`src/rtl/pf3_pkg.sv`:
```
// shared types, sizes and mode codes for the 3x3 pixel filter
package pf3_pkg;

  // frame geometry
  localparam int WIDTH  = 256;
  localparam int HEIGHT = 256;
  localparam int CW     = $clog2(WIDTH);
  localparam int RW     = $clog2(HEIGHT);

  typedef logic [7:0]    pix_t;
  typedef logic [CW-1:0] col_t;
  typedef logic [RW-1:0] row_t;

  // filter operation codes
  typedef enum logic [2:0] {
    MODE_BLUR    = 3'd0,
    MODE_HEDGE   = 3'd1,
    MODE_VEDGE   = 3'd2,
    MODE_EDGE    = 3'd3,
    MODE_SHARPEN = 3'd4,
    MODE_INVERT  = 3'd5
  } mode_t;

  // 3x3 neighbourhood, top row first
  typedef struct packed {
    pix_t tl; pix_t tc; pix_t tr;
    pix_t ml; pix_t mc; pix_t mr;
    pix_t bl; pix_t bc; pix_t br;
  } win_t;

  // one result item, laid out as on the output bus (row in the low bits)
  typedef struct packed {
    pix_t       pix;
    logic [7:0] col;
    logic [7:0] row;
  } res_t;

endpackage

```
`src/rtl/pf3_linebuf.sv`:
```
// two row banks of the line store, read-first, with registered reads
module pf3_linebuf (
  input  logic           clk,
  input  logic           acc,      // item accepted: read both banks, write one
  input  pf3_pkg::col_t  col,
  input  logic           bank,     // row parity of the accepted item
  input  pf3_pkg::pix_t  wr_pix,
  output pf3_pkg::pix_t  top,      // pixel two rows above, same column
  output pf3_pkg::pix_t  mid       // pixel one row above, same column
);

  pf3_pkg::pix_t bank0_mem [pf3_pkg::WIDTH];
  pf3_pkg::pix_t bank1_mem [pf3_pkg::WIDTH];
  pf3_pkg::pix_t q0_r;
  pf3_pkg::pix_t q1_r;
  logic          sel_r;

  // registered reads, old data returned when the same entry is written
  always_ff @(posedge clk) begin
    if (acc) begin
      q0_r  <= bank0_mem[col];
      q1_r  <= bank1_mem[col];
      sel_r <= bank;
    end
  end

  // the arriving pixel replaces the entry of its own parity bank
  always_ff @(posedge clk) begin
    if (acc && !bank) begin
      bank0_mem[col] <= wr_pix;
    end
    if (acc && bank) begin
      bank1_mem[col] <= wr_pix;
    end
  end

  // same-parity bank holds row r-2, the other one row r-1
  assign top = sel_r ? q1_r : q0_r;
  assign mid = sel_r ? q0_r : q1_r;

endmodule

```
`config.mk`:
```
export PLATFORM = sky130hd
export DESIGN_NAME = pf3_linebuf
export DESIGN_NICKNAME = d
export VERILOG_FILES = /design/src/rtl/pf3_pkg.sv /design/src/rtl/pf3_linebuf.sv
export SDC_FILE = /design/constraint.sdc
export NUM_CORES = 2
export LEC_CHECK = 0
export ABC_CLOCK_PERIOD_IN_PS = 3250
export BUFFER_PORTS_ARGS = -buffer_cell sky130_fd_sc_hd__buf_2
export CAP_MARGIN = 25
export CORE_ASPECT_RATIO = 1.5
export CORE_MARGIN = 2
export CORE_UTILIZATION = 23
export DETAILED_ROUTE_END_ITERATION = 8
export GPL_ROUTABILITY_DRIVEN = 0
export SYNTH_ARGS = -nofsm -noshare
export SYNTH_HDL_FRONTEND = slang
export SYNTH_SLANG_ARGS = --single-unit
```
`constraint.sdc`:
```
create_clock -name clk -period 3.25 [get_ports clk]
set_clock_uncertainty 0.1 [all_clocks]
set_input_delay 0.1625 -clock clk [delete_from_list [all_inputs] [get_ports clk]]
set_output_delay 0.1625 -clock clk [all_outputs]
set_load 0.005 [all_outputs]
```
# == Word level (Yosys, flattened, before mapping) ==
# Memories as Yosys holds them, arrays and structs flattened. A register that Yosys moved wholly into a read port is not among the register bits.
# Index checks and enable logic that the tools add are counted.
# op_classes
n_mux,6
n_reduce_logical,3
# op_table
cell,count
$mux 8,2
$mux 1,4
$logic_and 1x1->1,2
$logic_not 1->1,1
# totals
ff_bits,1
ramBits,4096
in_bits,19
output_inout_bits,16
elab_cells,12
memories,2
# mem_list
name,depth,width,read_ports,rd_ports_with_merged_regs,write_ports,line_no,text
bank0_mem,256,8,1,1,1,pf3_linebuf.sv:12,pf3_pkg::pix_t bank0_mem [pf3_pkg::WIDTH];
bank1_mem,256,8,1,1,1,pf3_linebuf.sv:13,pf3_pkg::pix_t bank1_mem [pf3_pkg::WIDTH];

# == Logic depth before layout (Yosys ltp) ==
# depth
ltp_word,4
ltp_mapped,9

# == Least setup slack after synthesis ==
# Ideal clock, no wire load.
# synth_timing
path_kind,input-to-reg
start,in col[1]
end,mem bank0_mem[130][0] (netlist name) (enable)
setup_ns,0.370
arrival_time_ns,2.029
t_required_ns,2.780
slack_ns,0.750
path_stages,8
path_cell_list,buf_2 > buf_2 > buf_1 > clkbuf_1 > nor2b_1 > nand2_1 > clkbuf_1 > nor2_1
# synth_rtl
element,line_no,text
"start, declared",pf3_linebuf.sv:5,"input pf3_pkg::col_t col,"
"end, declared",pf3_linebuf.sv:12,
# Straight into the memory's write port.

==> flow_metrics.tcl <==
set metrics [dict create \
    yosys.area.top_type "edfxtp_1" \
    drcViolationCount 0 \
    drive_gt1_share_pct 32.17 \
    crit_fanout 1 \
    drv_cap 0 \
    htree_num_levels 5 \
    hold_class "primary input to register" \
    avgSynthCellArea_um2 22.25 \
    pre_cts_ws_ns -0.5832 \
    coreArea_um2 680000 \
    required_ns 3.75 \
    vias 76131 \
    postCtsSetupBuffers 0 \
    synth_ff_type "edfxtp_1" \
    synth.distinct_cells 19 \
    ir_worst_vdd_v 0.0004639 \
    start_kind "register" \
    ios 35 \
    synth_area_leaders "edfxtp_1 (79%), mux4_2 (15%), a22oi_1 (2.5%)" \
    ant_nets 0 \
    fin_ws_ns 0.1063 \
    p_per_area_nw_per_um2 560.2 \
    holdWs_ns 0.06267 \
    worstSkewPairLatency_ns 0.96 \
    ys_ff_latch 4113 \
    status "finished clean" \
    worstMarginPinSlew_ns 1.148 \
    grt_usage_pct 11.96 \
    total_leakage_power_nw 57.06 \
    synth_area_um2 156800 \
    post-route-min-period_ns 3.144 \
    synth_most_common_cell "edfxtp_1" \
    areaGrowthSynthToFinish_pct 19.37 \
    max_slew_margin_pct 23.45 \
    grt_pass1_vias 79882 \
    ys_warn_count 0 \
    setup_viol 0 \
    clockBufferDepth 4 \
    rows 371 \
    ys_async_sr_fraction_pct 0 \
    routed_wl_um 426700 \
    grt_max_degree 189 \
    end_kind "register" \
    start_util_pct 23.06 \
    grt_first_pass_wirelength_um 601200 \
    nNetsFinal 8010 \
    drt_iter0_drc 7093 \
    cts_root_buf "clkbuf_16" \
    dr.pass1.iters 6 \
    die_w_um 678.3 \
    hpwlAfterDp_um 282700 \
    rsz0062_at_grt "no" \
    die_h_um 1015 \
    wl_per_cell_um 24.78 \
    numCtsBuffers 332 \
    synth_edf_count 4113 \
    ys_seq_area_share_pct 78.75 \
    grt_overflow 0 \
    finalSetupTns_ns 0 \
    timing.fmax_ghz 0.3181 \
    synth_common_cells "edfxtp_1 (4113), mux4_2 (1024), nor2_1 (523), a22oi_1 (512), clkbuf_1 (294)" \
    synth_nets 7069 \
    fill_cells 66434 \
    slew_viol_final 0 \
    clock_sinks 4113 \
    portBuffers 34 \
    fin_crit_sh_pct 96.73 \
    path_class "register to register" \
    routed_via_density 4.421 \
    hold_viol 0 \
    final_util_pct 27.53 \
    crit_arrival_ns 3.64 \
    cts_tree "done" \
    syn-instance-count 7050 \
    yosys.area.top_type_share_pct 78.75 \
    antenna_found_initial 15 \
    die_area_um2 688700 \
    clk_pin_slew_worst_paths_ns 0.07 \
]
## worst paths after layout
path	to	cells after the start	slack (ns)	from
max	q1_r[4]	7	0.11	bank1_mem[10][4]
min	bank1_mem[168][7]	5	0.06	col[6]
max reg2reg	q1_r[4]	7	0.11	bank1_mem[10][4]
min reg2reg	q1_r[6]	5	0.96	bank1_mem[64][6]
## report_power, final
group / leakage (nW) / internal [mW] / switching (mW)
Combinational: 14.9 / 2.08 / 3.56
Sequential: 37.0 / 58.4 / 0.0758
Clock: 5.20 / 22.0 / 18.7
Total: 57.1 / 82.5 / 22.4
## layout by cell type (no fill, tap or decap), types with 3 or more instances in the layout
cell,Yosys,layout
buf_4,12,880
clkbuf_16,0,344
a22oi_1,512,512
o41ai_2,0,60
clkbuf_1,294,54
nor2_1,523,521
buf_6,26,3
bufinv_16,0,33
buf_12,0,141
dlygate4sd3_1,0,13
nor2b_4,0,4
buf_2,76,24
clkinv_8,0,3
mux2_2,16,16
edfxtp_1,4113,4113
clkinvlp_4,0,13
diode_2,0,18
buf_8,0,10
mux4_2,1024,1024
clkinv_2,0,60
inv_6,0,6
nand2_4,0,13
clkinv_4,0,7
a21oi_1,256,256
nand3_4,0,4
clkinv_1,0,71
nand4_1,16,16
nand2_1,46,33
## state kept, by name, summed over array words and instances (netlist names)
signal / cells
bank0_mem: 2048
bank1_mem: 2048
q0_r: 8
q1_r: 8
sel_r: 1
## critical path: stages (launching register included)
cell,delay (ns)
edfxtp_1,0.38
mux4_2,0.48
a22oi_1,0.35
buf_4,0.23
a21oi_1,0.13
o41ai_2,0.77
buf_4,0.26
nand4_1,0.09
## final cells by class
| type | instances | area (um2) | share of cell area (%) |
|---|---|---|---|
| Antenna cell | 18 | 45.04 | 0.02406 |
| Clock buffer | 398 | 8811 | 4.706 |
| Clock inverter | 194 | 1838 | 0.9817 |
| Multi-Input combinational cell | 2473 | 31960 | 17.07 |
| Sequential cell | 4113 | 123500 | 65.97 |
| Tap cell | 8952 | 11200 | 5.982 |
| Timing Repair Buffer | 1071 | 9863 | 5.268 |
## layer usage
metal / routed length (um) / vias to the layer above / track usage (%)
met2: 233600 / 2386 / 22.85
met1: 145800 / 41286 / 12.60
met4: 26780 / 2 / 6.698
li1: - / 31740 / -
met5: 13 / - / 0
met3: 20420 / 717 / 1.432
## per-stage QoR
stage	area, um2	total power [mW]	instances
6_report	187200	104.9	17219
5_1_grt	187200	107.5	17204
4_1_cts	187200	105.7	17201
3_5_place_dp	176400	65.32	16596
3_3_place_gp	176300	65.24	16588
2_1_floorplan	156800	62.13	7050
## timing repair
item	CTS	global route
hold endpoints to repair	1924	0
hold buffers	13	0
resized for setup	0	0
## logic make-up (layout without fill, tap and decap cells)
family / count (synthesis) / count (layout) / share of synthesized area [%]
flops: 4113 / 4113 / 78.75
simple gates: 601 / 601 / 1.486
mux: 1040 / 1040 / 14.82
buf+inv: 464 / 1663 / 1.324
other cells: 0 / 18 / 0
compound gates: 832 / 832 / 3.625
Power figures use the tool's default switching activity.
