File: config.mk
export PLATFORM = sky130hd
export DESIGN_NAME = pf3_kernel
export DESIGN_NICKNAME = d
export VERILOG_FILES = /design/src/rtl/pf3_pkg.sv /design/src/rtl/pf3_kernel.sv
export SDC_FILE = /design/constraint.sdc
export NUM_CORES = 1
export LEC_CHECK = 0
export BUFFER_PORTS_ARGS = -buffer_cell sky130_fd_sc_hd__buf_2
export CORE_MARGIN = 4
export CORE_UTILIZATION = 30
export DETAILED_ROUTE_END_ITERATION = 12
export PLACE_DENSITY = 0.56
export SLEW_MARGIN = 20
export SYNTH_ARGS = -nofsm -noshare
export SYNTH_HDL_FRONTEND = slang
export SYNTH_SLANG_ARGS = --single-unit
File: constraint.sdc
create_clock -name vclk -period 18
set_input_delay 1.8 -clock vclk [all_inputs]
set_output_delay 1.8 -clock vclk [all_outputs]
set_load 0.05 [all_outputs]
File: src/rtl/pf3_pkg.sv
// shared types, sizes and mode codes for the 3x3 pixel filter
package pf3_pkg;

  // frame geometry
  localparam int WIDTH  = 256;
  localparam int HEIGHT = 256;
  localparam int CW     = $clog2(WIDTH);
  localparam int RW     = $clog2(HEIGHT);

  typedef logic [7:0]    pix_t;
  typedef logic [CW-1:0] col_t;
  typedef logic [RW-1:0] row_t;

  // filter operation codes
  typedef enum logic [2:0] {
    MODE_BLUR    = 3'd0,
    MODE_HEDGE   = 3'd1,
    MODE_VEDGE   = 3'd2,
    MODE_EDGE    = 3'd3,
    MODE_SHARPEN = 3'd4,
    MODE_INVERT  = 3'd5
  } mode_t;

  // 3x3 neighbourhood, top row first
  typedef struct packed {
    pix_t tl; pix_t tc; pix_t tr;
    pix_t ml; pix_t mc; pix_t mr;
    pix_t bl; pix_t bc; pix_t br;
  } win_t;

  // one result item, laid out as on the output bus (row in the low bits)
  typedef struct packed {
    pix_t       pix;
    logic [7:0] col;
    logic [7:0] row;
  } res_t;

endpackage

File: src/rtl/pf3_kernel.sv
// 3x3 filter arithmetic for all modes
module pf3_kernel (
  input  logic [2:0]     mode,
  input  pf3_pkg::win_t  win,
  output pf3_pkg::pix_t  res
);

  // clamp a signed value to 0..255
  function automatic pf3_pkg::pix_t clamp12(input logic signed [11:0] v);
    pf3_pkg::pix_t r;
    if (v < 0) begin
      r = 8'd0;
    end else if (v > 12'sd255) begin
      r = 8'd255;
    end else begin
      r = v[7:0];
    end
    return r;
  endfunction

  function automatic logic signed [11:0] sx(input pf3_pkg::pix_t p);
    return $signed({4'b0000, p});
  endfunction

  logic [9:0]         blur_sum;
  logic signed [11:0] h_sum;
  logic signed [11:0] v_sum;
  pf3_pkg::pix_t      h_cl;
  pf3_pkg::pix_t      v_cl;
  logic [8:0]         edge_sum;
  logic signed [11:0] mid_row;
  logic signed [11:0] mid_half;
  logic signed [11:0] sharp_sum;

  // blur: every term floored on its own
  assign blur_sum = 10'(win.tl >> 4) + 10'(win.tc >> 3) + 10'(win.tr >> 4)
                  + 10'(win.ml >> 3) + 10'(win.mc >> 2) + 10'(win.mr >> 3)
                  + 10'(win.bl >> 4) + 10'(win.bc >> 3) + 10'(win.br >> 4);

  // sobel pair
  assign h_sum = (sx(win.bl) + (sx(win.bc) <<< 1) + sx(win.br))
               - (sx(win.tl) + (sx(win.tc) <<< 1) + sx(win.tr));
  assign v_sum = (sx(win.tr) + (sx(win.mr) <<< 1) + sx(win.br))
               - (sx(win.tl) + (sx(win.ml) <<< 1) + sx(win.bl));
  assign h_cl     = clamp12(h_sum);
  assign v_cl     = clamp12(v_sum);
  assign edge_sum = {1'b0, h_cl} + {1'b0, v_cl};

  // sharpen: middle row halved with truncation toward zero
  assign mid_row   = (sx(win.mc) <<< 2) + (sx(win.mc) <<< 1) - sx(win.ml) - sx(win.mr);
  assign mid_half  = (mid_row + $signed({11'd0, mid_row[11]})) >>> 1;
  assign sharp_sum = mid_half - sx(win.tc >> 1) - sx(win.bc >> 1);

  // mode select
  always_comb begin
    case (pf3_pkg::mode_t'(mode))
      pf3_pkg::MODE_BLUR:    res = (blur_sum > 10'd255) ? 8'd255 : blur_sum[7:0];
      pf3_pkg::MODE_HEDGE:   res = h_cl;
      pf3_pkg::MODE_VEDGE:   res = v_cl;
      pf3_pkg::MODE_EDGE:    res = edge_sum[8:1];
      pf3_pkg::MODE_SHARPEN: res = clamp12(sharp_sum);
      pf3_pkg::MODE_INVERT:  res = ~win.mc;
      default:               res = win.mc;
    endcase
  end

endmodule

* After elaboration in Yosys (flattened, before gate mapping)
Cells that the tools add are included.
Cells by class: add/sub/neg operators 25, order comparisons 7, equal/unequal tests 5, mux-type cells 8, bitwise logic cells 1, reduce and logical (&&, ||, !) cells 1
Operators by type and width (number):
- two-way mux 8 bit | 7
- case mux 8 bit (6 select lines) | 1
- adder 10 x 8 -> 11 bit | 4
- adder 8 x 9 -> 10 bit | 4
- > comparator 12 x 9 -> 1 bit, second input constant | 3
- less-than comparator 12 x 1 -> 1 bit, second input constant | 3
- subtractor 11 x 11 -> 12 bit | 2
- subtractor 11 x 8 -> 12 bit | 2
- adder 10 x 4 -> 10 bit | 2
- adder 12 x 2 -> 12 bit | 1
- subtractor 12 x 8 -> 12 bit | 1
- subtractor 12 x 9 -> 12 bit | 1
- adder 10 x 9 -> 11 bit | 1
- adder 10 x 5 -> 10 bit | 1
- adder 9 x 5 -> 10 bit | 1
- > comparator 10 x 8 -> 1 bit, second input constant | 1
- adder 8 x 6 -> 9 bit | 1
- adder 8 x 8 -> 9 bit | 1
- adder 7 x 5 -> 8 bit | 1
- inverter 8 bit | 1
- adder 6 x 4 -> 7 bit | 1
- adder 4 x 5 -> 6 bit | 1
- equality test 3 x 2 -> 1 bit, second input constant | 2
- equality test 3 bit, second input constant | 2
- 2 further kinds | 2
Storage, ports and cells: bits in registers 0, word-level logic and storage cells 47

* Depth between registers and ports, before layout
depth after elaboration 11, gate-level depth with buffers 26

* Worst setup path before layout
OpenSTA, ideal clock, no wires.
path kind input-to-output, from input port win[33] (netlist bit), to output port res[6], arrival time 7.736 ns, data required time 16.200 ns, slack 8.464 ns, cell stages on the path 24, path buffers 0, cells stage by stage inv_1 > fa_1 > inv_1 > fa_1 > ha_1 > a211oi_4 > o21ai_1 > a21boi_2 > and2_1 > ha_1 > nand2_1 > nor4b_4 > xor2_1 > fa_1 > ha_1 > or3_1 > o21ai_0 > a21oi_1 > a311oi_1 > a2111oi_4 > a22oi_1 > a22oi_2 > nor3b_1 > o221ai_1
Between the ends: longest elaborated chain between the ends 10
RTL lines:
- start, declared | RTL line pf3_kernel.sv:4 | input pf3_pkg::win_t win,
- adder 10 x 9 -> 11 bit * | RTL line pf3_kernel.sv:50 | assign mid_row = (sx(win.mc) <<< 2) + (sx(win.mc) <<< 1) - sx(win.ml) - sx(win.mr);
- subtractor 11 x 8 -> 12 bit * | RTL line pf3_kernel.sv:50
- subtractor 12 x 9 -> 12 bit * | RTL line pf3_kernel.sv:50
- adder 12 x 2 -> 12 bit * | RTL line pf3_kernel.sv:51 | assign mid_half = (mid_row + $signed({11'd0, mid_row[11]})) >>> 1;
- subtractor 11 x 8 -> 12 bit * | RTL line pf3_kernel.sv:52 | assign sharp_sum = mid_half - sx(win.tc >> 1) - sx(win.bc >> 1);
- subtractor 12 x 8 -> 12 bit * | RTL line pf3_kernel.sv:52
- > comparator 12 x 9 -> 1 bit | RTL line pf3_kernel.sv:13 | end else if (v > 12'sd255) begin
- two-way mux 8 bit | RTL line pf3_kernel.sv:13
- two-way mux 8 bit * | RTL line pf3_kernel.sv:11 | if (v < 0) begin
- case mux 8 bit (6 select lines) * | RTL line pf3_kernel.sv:56 | case (pf3_pkg::mode_t'(mode))
- end, declared | RTL line pf3_kernel.sv:5 | output pf3_pkg::pix_t res
Mark *: on every way between the ends. The rest lies on a longest branch, timed or not.

* Worst setup path in the final report
from input port win[34] (netlist bit), to output port res[4]
Between the ends: longest elaborated chain between the ends 10
RTL lines (RTL line):
- adder 10 x 9 -> 11 bit | pf3_kernel.sv:50
- subtractor 11 x 8 -> 12 bit | pf3_kernel.sv:50
- subtractor 12 x 9 -> 12 bit | pf3_kernel.sv:50
- adder 12 x 2 -> 12 bit | pf3_kernel.sv:51
- subtractor 11 x 8 -> 12 bit | pf3_kernel.sv:52
- subtractor 12 x 8 -> 12 bit | pf3_kernel.sv:52
- > comparator 12 x 9 -> 1 bit | pf3_kernel.sv:13
- two-way mux 8 bit | pf3_kernel.sv:13
- two-way mux 8 bit | pf3_kernel.sv:11
- case mux 8 bit (6 select lines) * | pf3_kernel.sv:56
Marks and branches as above.

==> flow_metrics.env <==
export IMPL_grt_pass1_wl_mm=27.4
export IMPL_post_route_util=0.347
export IMPL_synthTopCellsByArea="fa_1, ha_1, inv_1"
export IMPL_antenna_left=0
export IMPL_clkPwrFrac=0
export IMPL_vias_per_cell=5.05
export IMPL_regArea_um2=0
export IMPL_io_buffer_count=83
export IMPL_endpoint_kind="output port"
export IMPL_leakagePower_nw=3.16
export IMPL_maxSlewHeadroom=0.563
export IMPL_vias=5065
export IMPL_fin_area_um2=6580
export IMPL_worst_pin_slew_ns=0.650
export IMPL_core_area_um2=19000
export IMPL_ys_warnings_count=0
export IMPL_drv_slew=0
export IMPL_gp_congestion=0.954
export IMPL_die_x_um=148
export IMPL_whs_ns=4.13
export IMPL_required_ns=16.20
export IMPL_worstPathArrival_ns=8.34
export IMPL_n_clock_buffer=0
export IMPL_grt_pass1_vias=5176
export IMPL_post_place_ws_ns=7.87
export IMPL_fmax_mhz=98.6
export IMPL_period_share=0.563
export IMPL_nFlopsAndLatches=0
export IMPL_grt_util_all_layers=0.155
export IMPL_cp_max_fo=8
export IMPL_yosys_top_cells_count="inv_1, fa_1, ha_1"
export IMPL_setup_ws_ns=7.86
export IMPL_start_kind="input pin"
export IMPL_drive_above_1_share=0.139
export IMPL_p_comb_frac=1.000
export IMPL_drt_initial_drc_count=357
export IMPL_path_class="in -> out"
export IMPL_io_pins=83
export IMPL_cts_resized=0
export IMPL_fin_nets=993
export IMPL_fin_crit_ns=10.14
export IMPL_synth_area_leader_cell="fa_1"
export IMPL_grt_max_degree=14
export IMPL_die_height_um=148
export IMPL_power_share_sequential=0
export IMPL_area_growth_pct=12.4
export IMPL_antenna_found_initial=0
export IMPL_pwr_density_cell_nw_per_um2=162
export IMPL_start_util=0.309
export IMPL_ir_drop_mv=0.136
export IMPL_diodes=0
export IMPL_dpl_instance_area_um2=6580
export IMPL_rsz0062_at_grt="false"
export IMPL_internal_power_w=0.000442
export IMPL_maxCapViolCount=0
export IMPL_synth_seq_area_share=0
export IMPL_status="complete, no violations"
export IMPL_synth_nets=912
export IMPL_hpwl_mm=15.6
export IMPL_syn_avg_cell_area_um2=8.81
export IMPL_setup_tns_ns=0
export IMPL_holdBufCountCts=0
export IMPL_firstDrtPassIters=6
export IMPL_grt_overflow=0
export IMPL_wl_mm=16.8
export IMPL_synth_top_area_frac=0.380
export IMPL_finalSetupViolCount=0
export IMPL_synth_most_common_cell="inv_1"
export IMPL_wl_per_cell_um=16.7
export IMPL_hold_path_class="in -> out"
export IMPL_drc=0
export IMPL_rows=50
export IMPL_cts_setup_buffers=0
export IMPL_design_die_area_um2=21800
export IMPL_syn_inst=664
export IMPL_synth_cell_type_count=71
export IMPL_swShare=0.585
export IMPL_hold_violations=0
export IMPL_p_sw_w=0.000623
export IMPL_netlist_area_um2=5850
export IMPL_n_fill_cell=2043
## worst paths after layout
kind,startpoint,to,slack (ns),depth (start not counted)
worst max-delay path,win[34],res[4],7.86,26
worst min-delay path,win[33],res[1],4.13,4
## logic make-up after synthesis
family | Yosys count | share of synthesized area
AO/OA/AOI/OAI | 170 | 0.215
adder cells (fa/ha/maj) | 173 | 0.512
multiplexers | 8 | 0.0139
AND/OR/NAND/NOR | 130 | 0.118
XOR/XNOR | 27 | 0.0404
buffers and inverters | 156 | 0.100
## layout make-up
| class | instances | area (µm²) | share of cell area |
|---|---|---|---|
| inverters | 152 | 571 | 0.0867 |
| multi-input cells | 508 | 5270 | 0.801 |
| well taps | 260 | 325 | 0.0495 |
| repair buffers | 83 | 415 | 0.0632 |
## critical path, cell delays in order
cell	delay, ns
buf_2	0.20
inv_1	0.09
fa_1	0.48
fa_1	0.51
inv_1	0.04
ha_1	0.29
a211oi_4	0.36
o21ai_1	0.19
a21boi_2	0.24
and2_1	0.18
ha_1	0.18
nand2_1	0.12
xnor2_1	0.20
fa_1	0.44
ha_1	0.37
and3_1	0.17
a221oi_1	0.39
a21oi_1	0.19
a21oi_1	0.24
inv_1	0.08
a211oi_1	0.23
a221o_1	0.37
a211oi_1	0.10
a311o_1	0.32
o32a_1	0.32
buf_2	0.23
## placed cells by master, fill, tap and decap left out, types with 4 or more instances in the layout
cell,synthesis,final
inv_1,152,152
o21ai_0,25,25
o21bai_1,4,4
mux2i_1,7,7
nand3_1,7,7
nor2_1,36,36
o221ai_1,6,6
buf_2,0,83
nand2b_1,11,11
xnor2_1,23,23
nor2b_1,7,7
a22oi_1,6,6
o211ai_1,6,6
nor3_1,14,14
a211oi_1,10,10
and3_1,6,6
nand2_1,21,21
o21a_1,23,23
xor2_1,4,4
a21oi_1,30,30
and2_1,6,6
fa_1,111,111
o22ai_1,4,4
a21o_1,8,8
ha_1,62,62
## power by group through the flow
stage | clock network (W) | logic (W) | registers (W)
after floorplan | 0 | 0.000813 | 0
after global placement | 0 | 0.00106 | 0
after detailed placement | 0 | 0.00106 | 0
after CTS | 0 | 0.00107 | 0
after global routing | 0 | 0.00120 | 0
final | 0 | 0.00107 | 0
## metal layers
metal / GRT usage / wire (µm)
met5: 0 / 0
met4: 0.0112 / 150
met3: 0.0230 / 1220
met2: 0.250 / 7510
met1: 0.230 / 7890
## through the flow
| stage | instances | power, W |
|---|---|---|
| 3_3_place_gp | 1003 | 0.00106 |
| 3_5_place_dp | 1003 | 0.00106 |
| 6_report | 1003 | 0.00107 |
| 5_1_grt | 1003 | 0.00120 |
| 2_1_floorplan | 664 | 0.000813 |
| 4_1_cts | 1003 | 0.00107 |
Power figures use the tool's default switching activity.
